`src/rtl/cmav_pkg.sv`:
```
// ----------------------------------------------------------------------------
// cmav_pkg
// Shared codes, register indexes and control bundles of the crop max
// accumulate volume unit.
// ----------------------------------------------------------------------------
package cmav_pkg;

   localparam int FIELD_BITS     = 16;
   localparam int CSR_INDEX_BITS = 4;
   localparam int CSR_DATA_BITS  = 16;

   typedef logic [1:0]                kind_type;
   typedef logic [CSR_INDEX_BITS-1:0] csr_index_type;
   typedef logic [8:0]                dim_type;

   localparam kind_type KIND_MERGE = 2'd0;
   localparam kind_type KIND_CLEAR = 2'd1;
   localparam kind_type KIND_READ  = 2'd2;

   localparam csr_index_type REG_VOLUME_WIDTH  = 4'd0;
   localparam csr_index_type REG_VOLUME_HEIGHT = 4'd1;
   localparam csr_index_type REG_CROP_FIRST_X  = 4'd2;
   localparam csr_index_type REG_CROP_FIRST_Y  = 4'd3;
   localparam csr_index_type REG_CROP_FIRST_Z  = 4'd4;
   localparam csr_index_type REG_CROP_SIZE_X   = 4'd5;
   localparam csr_index_type REG_CROP_SIZE_Y   = 4'd6;
   localparam csr_index_type REG_CROP_SIZE_Z   = 4'd7;

   localparam dim_type VOLUME_DIM_RESET = 9'd256;
   localparam dim_type CROP_SIZE_RESET  = 9'd1;

   typedef struct packed {
      logic start;
      logic direct;
      logic step1;
      logic step2;
   } addr_ctl_type;

   typedef struct packed {
      logic advance;
      logic restart;
   } walk_ctl_type;

endpackage

```
`src/rtl/cmav_ifs.sv`:
```


interface cmav_csr_if;
   logic                            valid;
   logic                            ready;
   cmav_pkg::csr_index_type         index;
   logic [cmav_pkg::CSR_DATA_BITS-1:0] data;

   modport source (output valid, index, data, input ready);
   modport sink   (input valid, index, data, output ready);
endinterface

```
`src/rtl/cmav_regs.sv`:
```
// ----------------------------------------------------------------------------
// cmav_regs
// Crop and volume registers, and the raster walk over the crop box.
// ----------------------------------------------------------------------------
module cmav_regs #(
   parameter int AXIS_MAX  = 256,
   parameter int WALK_BITS = 8,
   parameter int POS_BITS  = 9
) (
   input  logic                   clock,
   input  logic                   reset,
   cmav_csr_if.sink               csr,
   input  cmav_pkg::walk_ctl_type walk_ctl,
   output cmav_pkg::dim_type      vol_width,
   output cmav_pkg::dim_type      vol_height,
   output logic [POS_BITS-1:0]    pos_x,
   output logic [POS_BITS-1:0]    pos_y,
   output logic [POS_BITS-1:0]    pos_z,
   output logic                   last_sample
);

   localparam int CMP_BITS = (WALK_BITS + 1 > 9) ? WALK_BITS + 1 : 9;

   cmav_pkg::dim_type    vol_width_ff, vol_height_ff;
   logic [7:0]           first_x_ff, first_y_ff, first_z_ff;
   cmav_pkg::dim_type    size_x_ff, size_y_ff, size_z_ff;
   logic [WALK_BITS-1:0] walk_x_ff, walk_y_ff, walk_z_ff;
   logic [WALK_BITS-1:0] walk_x_in, walk_y_in, walk_z_in;
   logic [CMP_BITS-1:0]  lim_x, lim_y, lim_z;
   logic                 wrap_x, wrap_y, wrap_z;

   function automatic logic [CMP_BITS-1:0] clamp_size(input cmav_pkg::dim_type s);
      logic [CMP_BITS-1:0] v;
      v = CMP_BITS'(s);
      if (s == 9'd0) begin
         v = CMP_BITS'(1);
      end else if (v > CMP_BITS'(AXIS_MAX)) begin
         v = CMP_BITS'(AXIS_MAX);
      end
      return v;
   endfunction

   assign csr.ready = 1'b1;

   always_ff @(posedge clock) begin
      if (reset) begin
         vol_width_ff  <= cmav_pkg::VOLUME_DIM_RESET;
         vol_height_ff <= cmav_pkg::VOLUME_DIM_RESET;
         first_x_ff    <= '0;
         first_y_ff    <= '0;
         first_z_ff    <= '0;
         size_x_ff     <= cmav_pkg::CROP_SIZE_RESET;
         size_y_ff     <= cmav_pkg::CROP_SIZE_RESET;
         size_z_ff     <= cmav_pkg::CROP_SIZE_RESET;
      end else if (csr.valid) begin
         case (csr.index)
            cmav_pkg::REG_VOLUME_WIDTH:  vol_width_ff  <= csr.data[8:0];
            cmav_pkg::REG_VOLUME_HEIGHT: vol_height_ff <= csr.data[8:0];
            cmav_pkg::REG_CROP_FIRST_X:  first_x_ff    <= csr.data[7:0];
            cmav_pkg::REG_CROP_FIRST_Y:  first_y_ff    <= csr.data[7:0];
            cmav_pkg::REG_CROP_FIRST_Z:  first_z_ff    <= csr.data[7:0];
            cmav_pkg::REG_CROP_SIZE_X:   size_x_ff     <= csr.data[8:0];
            cmav_pkg::REG_CROP_SIZE_Y:   size_y_ff     <= csr.data[8:0];
            cmav_pkg::REG_CROP_SIZE_Z:   size_z_ff     <= csr.data[8:0];
            default: ;
         endcase
      end
   end

   assign lim_x = clamp_size(size_x_ff);
   assign lim_y = clamp_size(size_y_ff);
   assign lim_z = clamp_size(size_z_ff);

   // a position at or past a shrunken end wraps on the next advance
   assign wrap_x = (CMP_BITS'(walk_x_ff) + CMP_BITS'(1)) >= lim_x;
   assign wrap_y = (CMP_BITS'(walk_y_ff) + CMP_BITS'(1)) >= lim_y;
   assign wrap_z = (CMP_BITS'(walk_z_ff) + CMP_BITS'(1)) >= lim_z;
   assign last_sample = wrap_x && wrap_y && wrap_z;

   always_comb begin
      walk_x_in = walk_x_ff;
      walk_y_in = walk_y_ff;
      walk_z_in = walk_z_ff;
      if (walk_ctl.restart) begin
         walk_x_in = '0;
         walk_y_in = '0;
         walk_z_in = '0;
      end else if (walk_ctl.advance) begin
         if (!wrap_x) begin
            walk_x_in = walk_x_ff + WALK_BITS'(1);
         end else begin
            walk_x_in = '0;
            if (!wrap_y) begin
               walk_y_in = walk_y_ff + WALK_BITS'(1);
            end else begin
               walk_y_in = '0;
               if (!wrap_z) begin
                  walk_z_in = walk_z_ff + WALK_BITS'(1);
               end else begin
                  walk_z_in = '0;
               end
            end
         end
      end
   end

   always_ff @(posedge clock) begin
      if (reset) begin
         walk_x_ff <= '0;
         walk_y_ff <= '0;
         walk_z_ff <= '0;
      end else begin
         walk_x_ff <= walk_x_in;
         walk_y_ff <= walk_y_in;
         walk_z_ff <= walk_z_in;
      end
   end

   assign vol_width  = vol_width_ff;
   assign vol_height = vol_height_ff;
   assign pos_x = POS_BITS'(first_x_ff) + POS_BITS'(walk_x_ff);
   assign pos_y = POS_BITS'(first_y_ff) + POS_BITS'(walk_y_ff);
   assign pos_z = POS_BITS'(first_z_ff) + POS_BITS'(walk_z_ff);

endmodule

```
`src/flat_wrapper.sv`:
```
// flat-port wrapper written by rule: the top's interface ports become plain ports
module cmav_regs_flat 
#(
   parameter int AXIS_MAX  = 256,
   parameter int WALK_BITS = 8,
   parameter int POS_BITS  = 9
)
  (clock, reset, walk_ctl, vol_width, vol_height, pos_x, pos_y, pos_z, last_sample, csr_valid, csr_index, csr_data, csr_ready);
  cmav_csr_if csr_i ();
  input  logic clock;
  input  logic reset;
  input  cmav_pkg::walk_ctl_type walk_ctl;
  output cmav_pkg::dim_type vol_width;
  output cmav_pkg::dim_type vol_height;
  output logic [POS_BITS-1:0] pos_x;
  output logic [POS_BITS-1:0] pos_y;
  output logic [POS_BITS-1:0] pos_z;
  output logic last_sample;
  input wire logic [$bits(csr_i.valid)-1:0] csr_valid;
  input wire logic [$bits(csr_i.index)-1:0] csr_index;
  input wire logic [$bits(csr_i.data)-1:0] csr_data;
  output wire logic [$bits(csr_i.ready)-1:0] csr_ready;
  assign csr_i.valid = csr_valid;
  assign csr_i.index = csr_index;
  assign csr_i.data = csr_data;
  assign csr_ready = csr_i.ready;
  cmav_regs #(.AXIS_MAX(AXIS_MAX), .WALK_BITS(WALK_BITS), .POS_BITS(POS_BITS)) u_core (.clock(clock), .reset(reset), .csr(csr_i), .walk_ctl(walk_ctl), .vol_width(vol_width), .vol_height(vol_height), .pos_x(pos_x), .pos_y(pos_y), .pos_z(pos_z), .last_sample(last_sample));
endmodule
```
`config.mk`:
```
export PLATFORM = sky130hd
export DESIGN_NAME = cmav_regs_flat
export DESIGN_NICKNAME = d
export VERILOG_FILES = /design/src/rtl/cmav_pkg.sv /design/src/rtl/cmav_ifs.sv /design/src/rtl/cmav_regs.sv /design/src/flat_wrapper.sv
export SDC_FILE = /design/constraint.sdc
export NUM_CORES = 1
export LEC_CHECK = 0
export BUFFER_PORTS_ARGS = -buffer_cell sky130_fd_sc_hd__buf_2
export CAP_MARGIN = 20
export CORE_UTILIZATION = 50
export CTS_BUF_LIST = sky130_fd_sc_hd__clkbuf_4 sky130_fd_sc_hd__clkbuf_8 sky130_fd_sc_hd__clkbuf_16
export DETAILED_ROUTE_END_ITERATION = 7
export PLACE_DENSITY_LB_ADDON = 0.25
export SLEW_MARGIN = 20
export SYNTH_ARGS = -nofsm -noshare
export SYNTH_HDL_FRONTEND = slang
export SYNTH_SLANG_ARGS = --single-unit
```
`constraint.sdc`:
```
create_clock -name clock -period 3.03 [get_ports clock]
set_clock_uncertainty 0.1 [all_clocks]
set_input_delay 0.4545 -clock clock [delete_from_list [all_inputs] [get_ports clock]]
set_output_delay 0.4545 -clock clock [all_outputs]
set_load 0.02 [all_outputs]
```
# After elaboration in Yosys (flattened, before gate mapping)
# Index checks and enable logic that the tools add are counted.
[totals] ff_bits=93 inputBits=25 output_inout_bits=47 elab_cells=59
[classes] addsub=9 n_lt_le_gt_ge=6 eq_ne=7 muxes=9 reduce_logical=17
[op_table] op="$mux W9" count=6
[op_table] op="$add A8 B1 Y9 const B" count=3
[op_table] op="$add A8 B8 Y9" count=3
[op_table] op="$ge A9 B9 Y1" count=3
[op_table] op="$gt A9 B9 Y1 const B" count=3
[op_table] op="$logic_not A9 Y1" count=3
[op_table] op="$add A8 B1 Y8 const B" count=3
[op_table] op="$mux W8" count=3
[op_table] op="$reduce_and A2 Y1" count=9
[op_table] op="$eq A4 B3 Y1 const B" count=4
[op_table] op="$eq A4 B2 Y1 const B" count=2
[op_table] op="$eq A4 B1 Y1 const B" count=1
[op_table] op="$logic_not A4 Y1" count=1
[op_table] op="$reduce_and A3 Y1" count=1
[op_table] op="$logic_and A1 B1 Y1" count=2
[op_table] op="$reduce_or A2 Y1" count=1

# Depth between registers and ports, before layout
# Gate-level depths: netlist of run 1.
[depth] word_depth=6 depth_mapped=12 depth_no_buf=11

# Worst setup path after synthesis of run 1
# Ideal clock, no wire load.
[synth_timing] path_kind="register to output" startpoint="reg u_core.walk_y_ff[0]" endpoint="out last_sample" arrival_ps=2779 t_required_ps=2475 slack_ps=-303 stages_incl_launch_ff=12 cell_sequence="dfxtp_1 > ha_1 > and3_1 > nand3_1 > xnor2_1 > ha_1 > a21o_1 > a21o_1 > a221o_1 > nor2_1 > clkbuf_1 > nor3_1"
[synth_between] elab_chain_cells=4
[synth_lines] item="start, declared" line_no="cmav_regs.sv:27" source="logic [WALK_BITS-1:0] walk_x_ff, walk_y_ff, walk_z_ff;"
[synth_lines] item="start signal, assigned" line_no="cmav_regs.sv:114" source="walk_y_ff <= walk_y_in;"
[synth_lines] item="$add A8 B1 Y9" line_no="cmav_regs.sv:76" source="assign wrap_y = (CMP_BITS'(walk_y_ff) + CMP_BITS'(1)) >= lim_y;"
[synth_lines] item="$ge A9 B9 Y1" line_no="cmav_regs.sv:76"
[synth_lines] item="$logic_and A1 B1 Y1 (2 in series)" line_no="cmav_regs.sv:78" source="assign last_sample = wrap_x && wrap_y && wrap_z;"
[synth_lines] item="end, declared" line_no="flat_wrapper.sv:18" source="output logic last_sample;"
# No other way between the ends.

# Worst setup path after layout of run 1
[layout_timing] startpoint="reg u_core.walk_x_ff[0]" endpoint="out last_sample"
[layout_between] elab_chain_cells=4
[layout_lines] item="start, declared" line_no="cmav_regs.sv:27"
[layout_lines] item="start signal, assigned" line_no="cmav_regs.sv:113" source="walk_x_ff <= walk_x_in;"
[layout_lines] item="$add A8 B1 Y9" line_no="cmav_regs.sv:75" source="assign wrap_x = (CMP_BITS'(walk_x_ff) + CMP_BITS'(1)) >= lim_x;"
[layout_lines] item="$ge A9 B9 Y1" line_no="cmav_regs.sv:75"
[layout_lines] item="$logic_and A1 B1 Y1 (2 in series)" line_no="cmav_regs.sv:78"
# No other way between the ends.

==> results by group, run 1 <==
Pwr
  – Leakage: around 3.2 nW
  – Max rail drop VDD: about 270 uV
  – Pwr dens: 370.3 nW/um^2

Setup path
  – Reg2Reg Depth: 14
  – Setup crit start kind: register
  – WP data required: 2.48 ns
  – Arr. time, crit path: approximately 2.7 ns
  – Crit Path Category: register to output pin
  – Crit. End Element: output pin
  – Flop2flop setup slack: -0.03 ns
  – Worst Path Max Fanout: 3

Logic synthesis
  – Gate Count Post-Synth: between 600 and 700
  – Sequential area share after synthesis: between 30% and 40%
  – Top cells by area, synth: dfxtp_1 35%, mux2i_1 13%, ha_1 13%, nor2_1 6.6%, xnor2_1 3.7%
  – Synth top area share: 34.56%
  – Distinct cells, synth: between 40 and 50
  – Mapped Avg Cell Area: between 8 and 9 um^2
  – Number of flops mapped to enable cells by yosys: 0
  – Post-Synthesis Cell Area: roughly 5400 um^2
  – Largest area contributor in the netlist: dfxtp_1
  – Synth Warn #: 0
  – Top FF cell, synth: dfxtp_1
  – Ys async rst share: 0%
  – Syn_nets: 688
  – FF+latch count, synth: slightly above 90

Outcome
  – Outcome: finished, violations left
  – Failing checks: negative setup slack

Floorplanning
  – Io pins: between 70 and 80
  – Row count: 37
  – Starting Density: roughly 52%
  – Die area: 11190 um^2
  – Core area: 10370 um^2
  – Die Ht: 105.8 um
  – Die W: between 100 and 150 um

GRT
  – Gr ovfl total: 0
  – Global-route wire length before repair: between 20 and 25 mm
  – Vias in the first global route: between 4000 and 5000
  – Largest net degree at the start of global routing: 65
  – Initial antenna violation count: 0
  – Overall fraction of global-route tracks in use: around a quarter

Timing
  – RSZ-0062 raised after global routing: yes
  – Final setup violation count: 5
  – Slew margin rel.: around 55%
  – FMAX: 304.6 MHz
  – Post-layout min period: around 3.3 ns
  – Min setup slack post-route: -0.2526 ns
  – Final Slew Violations: 0
  – Endpoints failing hold: 0
  – Worst slew pin tran: between 0.6 and 0.7 ns
  – Fin crit share: 108.3%

Clock network
  – Root Driver: clkbuf_8
  – Clock sink total: between 90 and 100
  – CTS tree: done
  – Max H-tree Level: 3
  – Skew-Pair Late Insertion Delay: about 0.36 ns
  – Cts bufs inserted: 9
  – CTS clk-pin slew, worst paths: about 0.09 ns
  – Hold-fix buffers, CTS: 0
  – Longest Clk Path Bufs: 2

Drt
  – Total number of vias: between 4000 and 5000
  – Wire length per cell: between 15 and 20 um
  – Final WL: 13.72 mm
  – Vias/cell: between 5 and 6
  – First DRT Iteration DRCs: about 300
  – Routed Antenna Nets: 0
  – Drt pass-1 iters: 5
  – Post-route DRC: 0

Final layout
  – Final instance area: approximately 6700 um^2
  – Ant. Diodes: 0
  – Area of the multi-input gates: 3612 um^2
  – Layout area overhead: 24.00%
  – Nets: ~780
  – Layout cell share with drive strength beyond 1: a little over a quarter
  – Post-layout util: between 60% and 70%
  – Count of filler cells inserted in the layout: 881
  – Flip-flop and latch area: 1878 um^2

Flow run
  – Max cap viols: 0

Placement
  – Placement Cell Area: between 6000 and 7000 um^2
  – Post-DP HPWL: 9.439 mm
  – RePlAce Congestion: 0.8358
  – PortBufs: 63

Hold path
  – Worst Hold Depth: 2
  – HP Class: primary input to register
[worst max-delay path, cell delays in order, from the launching register on]
cell and delay (ns):
dfxtp_4 0.37, buf_6 0.12, and3_4 0.14, and3_4 0.19
buf_4 0.13, xor2_1 0.14, ha_1 0.30, nand4_1 0.15
nor3_2 0.30, buf_4 0.18, nor3_4 0.05, nor3_2 0.14
buf_4 0.17
[final timing paths]
path	start	end
setup / recovery	u_core.walk_x_ff[0]	last_sample
hold / removal	reset	u_core.first_y_ff[5]
hold reg to reg	u_core.vol_height[8]	u_core.vol_height[8]
setup reg to reg	u_core.walk_x_ff[0]	u_core.walk_z_ff[2]
[synthesized netlist by cell type (2+ instances only)]
cell type  count
nand4_1        7
o21a_1         5
a41oi_1        5
xor2_1        20
or4_1          4
nand2b_1       6
buf_1          2
dfxtp_1       93
o41ai_1        3
xnor2_1       23
clkbuf_1      26
a21o_1        10
or2_2          3
nand2_1       47
nor3b_1        5
o21ai_0       13
mux2i_1       68
nand3b_1       3
clkinv_1       3
nor2b_1        8
and3_1         8
a21oi_1       24
a211o_1        6
fa_1           3
a31oi_1        6
nor4_1         4
nand3_1        6
nor2_1        94
inv_1         15
a32o_1         5
ha_1          54
nor3_1        14
[routing by layer]
layer	wire length [um]	GRT usage (%)	vias up
li1	-	-	2303
met5	0	0	-
met2	6719	41.36	121
met4	195	9.127	0
met3	639	2.907	16
met1	6170	32.03	2282
[report_power, final]
group	switching [mW]	internal [mW]	total, mW
registers	0.0101	1.23	1.24
clock network	0.446	0.512	0.959
logic	0.163	0.109	0.272
[kinds of logic (layout without fill, tap and decap cells)]
kind of cell	count (synthesis)	count (layout)	share of synthesized area, %
simple gates	213	213	18.10
mux	68	68	12.64
buf+inv	48	146	3.554
other cells	1	1	0.06962
xor+xnor	43	43	6.992
compound gates	83	83	10.43
fa+ha+maj	57	57	13.66
flops	93	93	34.56
[state kept, by name, summed over array words and instances (netlist names), 9 cells and up]
name / flops
u_core.size_z_ff: 9
u_core.size_x_ff: 9
u_core.vol_width: 9
u_core.vol_height: 9
u_core.size_y_ff: 9
[final cells by class]
type	instances	area share, %
multi-input cells	465	54.08
flip-flops and latches	93	28.12
repair buffers	113	10.79
well taps	136	2.548
clock buffers	10	2.229
clock inverters	5	1.218
inverters	18	1.012
[layout by cell type (no fill, tap or decap), types with 9 or more instances in the layout]
cell	netlist	final
buf_4	1	49
a21o_1	10	10
xor2_1	20	20
mux2i_1	68	68
nand2_1	47	46
dfxtp_1	93	86
clkbuf_8	0	9
xnor2_1	23	19
nor3_1	14	11
nor2_1	94	93
buf_2	0	61
a21oi_1	24	17
inv_1	15	14
ha_1	54	49
[per-stage QoR]
step                setup WS (ns)  TNS, ns  total power, mW  instances  hold slack (ns)
floorplan                 0.01636        0            1.425        606           0.3425
global placement         -0.03659  -0.1907            1.508        813           0.3546
detailed placement        -0.1429   -1.415            1.515        813           0.3716
CTS                       -0.2808  -0.2808            2.468        832           0.1937
global route              -0.3529   -1.325            2.564        840           0.1991
finish                    -0.2526  -0.3398            2.473        840           0.2082
[what timing repair did]
| action | CTS | global route |
|---|---|---|
| buffers inserted | 4 | 8 |
| resized for setup | 26 | 38 |
| setup endpoints to repair | 23 | 23 |
| pin swaps | 7 | 16 |
No activity file was read; power rests on OpenSTA's default activity.
==> run 2: changes to the inputs <==
--- a/config.mk
+++ b/config.mk
@@ -11,6 +11,7 @@
 export CTS_BUF_LIST = sky130_fd_sc_hd__clkbuf_4 sky130_fd_sc_hd__clkbuf_8 sky130_fd_sc_hd__clkbuf_16
 export DETAILED_ROUTE_END_ITERATION = 7
 export PLACE_DENSITY_LB_ADDON = 0.25
+export SKIP_LAST_GASP = 1
 export SLEW_MARGIN = 20
 export SYNTH_ARGS = -nofsm -noshare
 export SYNTH_HDL_FRONTEND = slang
==> run 2 against run 1 <==
Against the previous run: the flow still finishes with violations (negative setup slack); via count down 0.36%; design area fell by 0.30%; setup slack lost 0.0052 ns; sequential power about the same; wire length decreased by 0.28%; highest routed layer unchanged; non-clock buffer count did not move; register-to-register slack worse by 0.07 ns; global-route usage shrank 0.12 points; hold slack about the same; clock power hardly changed.
==> results by group, run 2 (synthesis results as in run 1) <==
GRT
  – Largest net degree at the start of global routing: 65 (unchanged)
  – Global-route wire length before repair: 21.59 mm (-0.35%)
  – Initial antenna violation count: 0 (unchanged)
  – Overall fraction of global-route tracks in use: 24.40% (-0.12 points)
  – Vias in the first global route: 4550 (-0.22%)
  – Gr ovfl total: 0 (unchanged)

Placement
  – PortBufs: 63 (unchanged)
  – Placement Cell Area: 6101 um^2 (unchanged)
  – Post-DP HPWL: 9.439 mm (unchanged)
  – RePlAce Congestion: 0.8358 (unchanged)
  – Post-placement setup slack: -0.1429 ns (unchanged)

Pwr
  – Leakage: 3.196 nW (about the same)
  – Max rail drop VDD: 265.6 uV (-0.45%)
  – Pwr dens: 370.8 nW/um^2 (+0.13%)

Drt
  – Wire length per cell: 16.29 um (-0.28%)
  – Vias/cell: 5.601 (-0.36%)
  – Drt pass-1 iters: 5 (unchanged)
  – Final WL: 13.69 mm (-0.28%)
  – First DRT Iteration DRCs: 285 (-4.4%)
  – Post-route DRC: 0 (unchanged)
  – Routed Antenna Nets: 0 (unchanged)
  – Total number of vias: 4705 (-0.36%)

Timing
  – Slew margin rel.: 55.24% (+0.35 points)
  – Setup_tns: -0.5663 ns (-0.2264 ns)
  – Final setup violation count: 5 (unchanged)
  – Final Slew Violations: 0 (unchanged)
  – Fin crit share: 108.5% (+0.17 points)
  – RSZ-0062 raised after global routing: yes
  – FMAX: 304.1 MHz (-0.16%)
  – Endpoints failing hold: 0 (unchanged)
  – Min setup slack post-route: -0.2579 ns (-0.005249 ns)
  – Worst slew pin tran: 0.6715 ns (-0.005311 ns)
  – Post-layout min period: 3.288 ns (+0.005249 ns)

Floorplanning
  – Die W: 105.8 um (unchanged)
  – Die area: 11190 um^2 (unchanged)
  – Io pins: 72 (unchanged)
  – Starting Density: 51.94% (unchanged)
  – Die Ht: 105.8 um (unchanged)
  – Core area: 10370 um^2 (unchanged)
  – Row count: 37 (unchanged)

Final layout
  – Ant. Diodes: 0 (unchanged)
  – Most common cell after layout, fill and taps aside: nor2_1
  – Layout area overhead: 23.62%
  – Final instance area: 6659 um^2 (-0.30%)
  – Count of filler cells inserted in the layout: 887 (+0.68%)
  – Nets: 782 (unchanged)
  – Most frequent cells in the layout: 93 x nor2_1, 86 x dfxtp_1, 68 x mux2i_1
  – Layout cell share with drive strength beyond 1: 25.71% (-0.57 points)

Setup path
  – Crit Path Category: register to output pin
  – CP max-delay cell: dfxtp_4
  – CP peak stage delay: 0.38 ns (about the same)
  – Reg2Reg Depth: 14 (unchanged)
  – Arr. time, crit path: 2.73 ns (about the same)
  – Cell Chain, Critical Path: buf_6 -> and3_4 -> and3_4 -> nand3_4 -> xnor2_2 -> ha_1 -> nand4_1 -> nor3_2 -> buf_4 -> nor3_4 -> nor3_2 -> buf_4
  – WP data required: 2.48 ns (about the same)
  – Worst Path Buf+Inv: 3 (-1)
  – Setup crit start kind: register
  – Crit. End Element: output pin
  – Critical path's top delay family: simple AND/OR/NAND/NOR gates
  – Worst path depth: 12 (unchanged)
  – Worst Path Max Fanout: 3 (unchanged)

Flow run
  – Max cap viols: 0 (unchanged)

Clock network
  – CTS clk-pin slew, worst paths: 0.09 ns (about the same)
  – Longest Clk Path Bufs: 2 (unchanged)
  – Cts bufs inserted: 9 (unchanged)
  – CTS tree: done
  – Skew-Pair Late Insertion Delay: 0.36 ns (about the same)
  – Max H-tree Level: 3 (unchanged)
  – Root Driver: clkbuf_8
  – Clock sink total: 93 (unchanged)

Hold path
  – Worst Hold Depth: 2 (unchanged)
  – HP Class: primary input to register

Outcome
  – Failing checks: negative setup slack
  – Outcome: finished, violations left
-- run 2: cell types whose count changed in the layout (fill, tap and decap cells not counted), sizes merged --
cell / change
clkbuf: +1
buf: -1
-- run 2: worst paths after layout --
kind / slack [ns] / startpoint / to
hold / removal: 0.21 / reset / u_core.first_y_ff[5]
setup / recovery: -0.26 / u_core.walk_x_ff[0] / last_sample
setup reg to reg: -0.10 / u_core.walk_x_ff[0] / u_core.walk_z_ff[2]
hold reg to reg: 0.39 / u_core.vol_height[8] / u_core.vol_height[8]
-- run 2: area by class of cell --
class                   instances  area [um^2]  share of cell area [%]
inverters                      18        67.56                   1.015
flip-flops and latches         93         1878                   28.20
multi-input cells             465         3593                   53.96
clock buffers                  10        148.9                   2.236
repair buffers                113        719.4                   10.80
clock inverters                 5        81.33                   1.221
well taps                     136        170.2                   2.555
-- run 2: what timing repair did --
item,CTS,global route
hold endpoints to repair,0,0
hold buffers,0,0
pin swaps,7,14
setup buffers,4,8
setup endpoints to repair,23,23
cloned,0,0
gates resized for setup,23,34
-- run 2: routing by layer --
| layer | vias up | part of all wire [%] | track usage [%] |
|---|---|---|---|
| li1 | 2301 | - | - |
| met1 | 2263 | 45 | 32.03 |
| met2 | 123 | 49 | 40.94 |
| met3 | 18 | 4.5 | 2.907 |
| met4 | 0 | 1.5 | 9.127 |
| met5 | - | 0 | 0 |
-- run 2: power by group --
group          internal (mW)  total [mW]  switching (mW)
clock                  0.512       0.956           0.444
combinational          0.108       0.270           0.163
sequential              1.23        1.24          0.0100
-- run 2: through the flow --
step | cells | hold WS (ns) | util (%) | total power, mW
finish | 840 | 0.2084 | 64.21 | 2.469
global route | 840 | 0.1991 | 64.21 | 2.561
CTS | 832 | 0.1937 | 62.34 | 2.467
detailed placement | 813 | 0.3716 | 58.83 | 1.515
global placement | 813 | 0.3546 | 58.83 | 1.508
floorplan | 606 | 0.3425 | - | 1.425
==> run 3: changes to the inputs <==
--- a/config.mk
+++ b/config.mk
@@ -7,10 +7,10 @@
 export LEC_CHECK = 0
 export BUFFER_PORTS_ARGS = -buffer_cell sky130_fd_sc_hd__buf_2
 export CAP_MARGIN = 20
-export CORE_UTILIZATION = 50
+export CORE_UTILIZATION = 53
 export CTS_BUF_LIST = sky130_fd_sc_hd__clkbuf_4 sky130_fd_sc_hd__clkbuf_8 sky130_fd_sc_hd__clkbuf_16
 export DETAILED_ROUTE_END_ITERATION = 7
-export PLACE_DENSITY_LB_ADDON = 0.25
+export PLACE_DENSITY = 0.78
 export SKIP_LAST_GASP = 1
 export SLEW_MARGIN = 20
 export SYNTH_ARGS = -nofsm -noshare
==> run 3 against run 2 <==
Against the previous run: the flow still finishes with violations (negative setup slack); register-to-register slack about the same; sequential cell count unchanged; power down 3.9%; design area about the same; largest power group unchanged; hold slack better by 0.095 ns; utilization up 3.6 points; critical endpoint unchanged; wire length up 2.7%; global-route usage up 1.9 points; critical path type unchanged; maximum frequency down 0.87%; via count up 1.9%; sequential share of layout area up 0.062 points.
==> results by group, run 3 (synthesis results as in run 1) <==
Outcome
  – Outcome: finished, violations left
  – Failing checks: negative setup slack

Timing
  – RSZ-0062 raised after global routing: yes
  – Fin crit share: 109.5% (+0.95 points)
  – Endpoints failing hold: 0 (unchanged)
  – Final setup violation count: 10 (+5)
  – FMAX: 301.5 MHz (-0.87%)
  – Worst slew pin tran: 0.6092 ns (-0.06224 ns)
  – Final Slew Violations: 0 (unchanged)
  – Post-layout min period: 3.317 ns (+0.02892 ns)
  – Slew margin rel.: 59.39% (+4.1 points)
  – Min setup slack post-route: -0.2868 ns (-0.02892 ns)

Hold path
  – Worst Hold Depth: 3 (+1)
  – HP Class: primary input to register

Drt
  – Routed Antenna Nets: 0 (unchanged)
  – Total number of vias: 4793 (+1.9%)
  – WL met2: 6.795 mm (+2.1%)
  – First DRT Iteration DRCs: 218 (-24%)
  – Wire length per cell: 16.75 um (+2.8%)
  – M1 WL: 6.145 mm (-0.94%)
  – Met3 WL: 776 um (+25%)
  – Vias/cell: 5.713 (+2.0%)
  – Post-route DRC: 0 (unchanged)
  – Drt pass-1 iters: 5 (unchanged)
  – Final WL: 14.06 mm (+2.7%)
  – Top layer in use: met4

GRT
  – Largest net degree at the start of global routing: 55 (-15%)
  – Vias in the first global route: 4376 (-3.8%)
  – Global-route wire length before repair: 21.24 mm (-1.6%)
  – Overall fraction of global-route tracks in use: 26.25% (+1.9 points)
  – Initial antenna violation count: 0 (unchanged)
  – Gr ovfl total: 0 (unchanged)

Final layout
  – Layout cell share with drive strength beyond 1: 25.92% (+0.21 points)
  – Nets: 783 (+0.13%)
  – Ant. Diodes: 0 (unchanged)
  – Final instance area: 6658 um^2 (about the same)
  – Layout area overhead: 23.60% (about the same)
  – Most frequent cells in the layout: 93 x nor2_1, 85 x dfxtp_1, 68 x mux2i_1
  – Count of filler cells inserted in the layout: 789 (-11%)
  – Most common cell after layout, fill and taps aside: nor2_1

Setup path
  – Worst Path Max Fanout: 4 (+1)
  – Arr. time, crit path: 2.76 ns (+0.03 ns)
  – Crit Path Category: register to output pin
  – Crit. End Element: output pin
  – Setup crit start kind: register
  – Reg2Reg Depth: 13 (-1)
  – WP data required: 2.48 ns (about the same)

Floorplanning
  – Die area: 10570 um^2 (-5.6%)
  – Die W: 102.8 um (-2.8%)
  – Io pins: 72 (unchanged)
  – Core area: 9819 um^2 (-5.3%)
  – Row count: 36 (-2.7%)
  – Die Ht: 102.8 um (-2.8%)
  – Starting Density: 54.85% (+2.9 points)

Clock network
  – Cts bufs inserted: 9 (unchanged)
  – Hold-fix buffers, CTS: 0 (unchanged)
  – CTS tree: done
  – Skew-Pair Late Insertion Delay: 0.38 ns (+0.02 ns)
  – Clock sink total: 93 (unchanged)
  – Max H-tree Level: 3 (unchanged)
  – Root Driver: clkbuf_8
  – Longest Clk Path Bufs: 2 (unchanged)
  – CTS clk-pin slew, worst paths: 0.10 ns (about the same)

Placement
  – PortBufs: 63 (unchanged)
  – Post-DP HPWL: 9.369 mm (-0.75%)
  – RePlAce Congestion: 0.8392 (+0.41%)
  – Post-placement setup slack: -0.09582 ns (+0.04710 ns)
  – Placement Cell Area: 6082 um^2 (-0.31%)

Flow run
  – Max cap viols: 0 (unchanged)

Pwr
  – Leakage: 3.175 nW (-0.67%)
  – Max rail drop VDD: 204.1 uV (-23%)
  – Pwr dens: 356.4 nW/um^2 (-3.9%)
run 3: changes by cell type in the layout (fill, tap and decap cells not counted), sizes merged:
cell,delta
buf,+3
clkbuf,-3
clkinv,+3
bufinv,-2
inv,+2
clkinvlp,-1
run 3: path summary, 6_finish.rpt:
check                                           from                   end  slack, ns
worst min-delay path                     csr_data[8]   u_core.size_y_ff[8]       0.30
worst max-delay path             u_core.walk_y_ff[0]           last_sample      -0.29
worst min register to register  u_core.vol_height[2]  u_core.vol_height[2]       0.41
worst max register to register   u_core.walk_x_ff[0]   u_core.walk_y_ff[5]      -0.09
run 3: per-layer routing:
metal | global-route usage, % | up-vias
met1 | 33.88 | 2269
met2 | 44.77 | 178
met3 | 3.390 | 36
li1 | - | 2310
met5 | 0 | -
met4 | 9.967 | 0
run 3: layout make-up:
| type | instances | area, um^2 | area share, % |
|---|---|---|---|
| clock inverter | 7 | 78.83 | 1.184 |
| tap | 133 | 166.4 | 2.500 |
| clock buffer | 9 | 123.9 | 1.861 |
| multi-input combinational | 465 | 3596 | 54.01 |
| timing repair buffer | 114 | 743.2 | 11.16 |
| inverter | 18 | 67.56 | 1.015 |
| sequential | 93 | 1882 | 28.27 |
run 3: timing repair:
item	4_1_cts	5_1_grt
pin swaps	10	23
setup endpoints to repair	21	28
gates cloned	1	0
gates resized for setup	27	34
setup buffers	8	8
run 3: critical path, cell delays in order (launching register included):
cell and delay, ns:
dfxtp_4 0.39, ha_4 0.14, and3_4 0.21, nand3_4 0.08, xnor2_1 0.14, ha_1 0.30
a21o_1 0.16, a21o_1 0.17, a221o_1 0.33, buf_4 0.16, nor2_4 0.11, nor3_4 0.06
buf_4 0.16
run 3: per-stage QoR:
stage                     utilization (%)  hold slack, ns  cells  power, mW  TNS [ns]
final                               67.80          0.3035    839      2.373   -0.8005
after floorplan                         -          0.3425    606      1.425         0
after CTS                           66.02          0.2979    833      2.357   -0.3888
after global routing                67.80          0.3334    839      2.450    -1.917
after detailed placement            61.94          0.3776    808      1.515   -0.7069
after global placement              61.94          0.3529    808      1.506  -0.04606
run 3: where the power goes:
part	switching (mW)	leakage (nW)	internal, mW
clock	0.519	0.102	0.327
sequential	0.00945	0.756	1.23
combinational	0.172	2.32	0.114
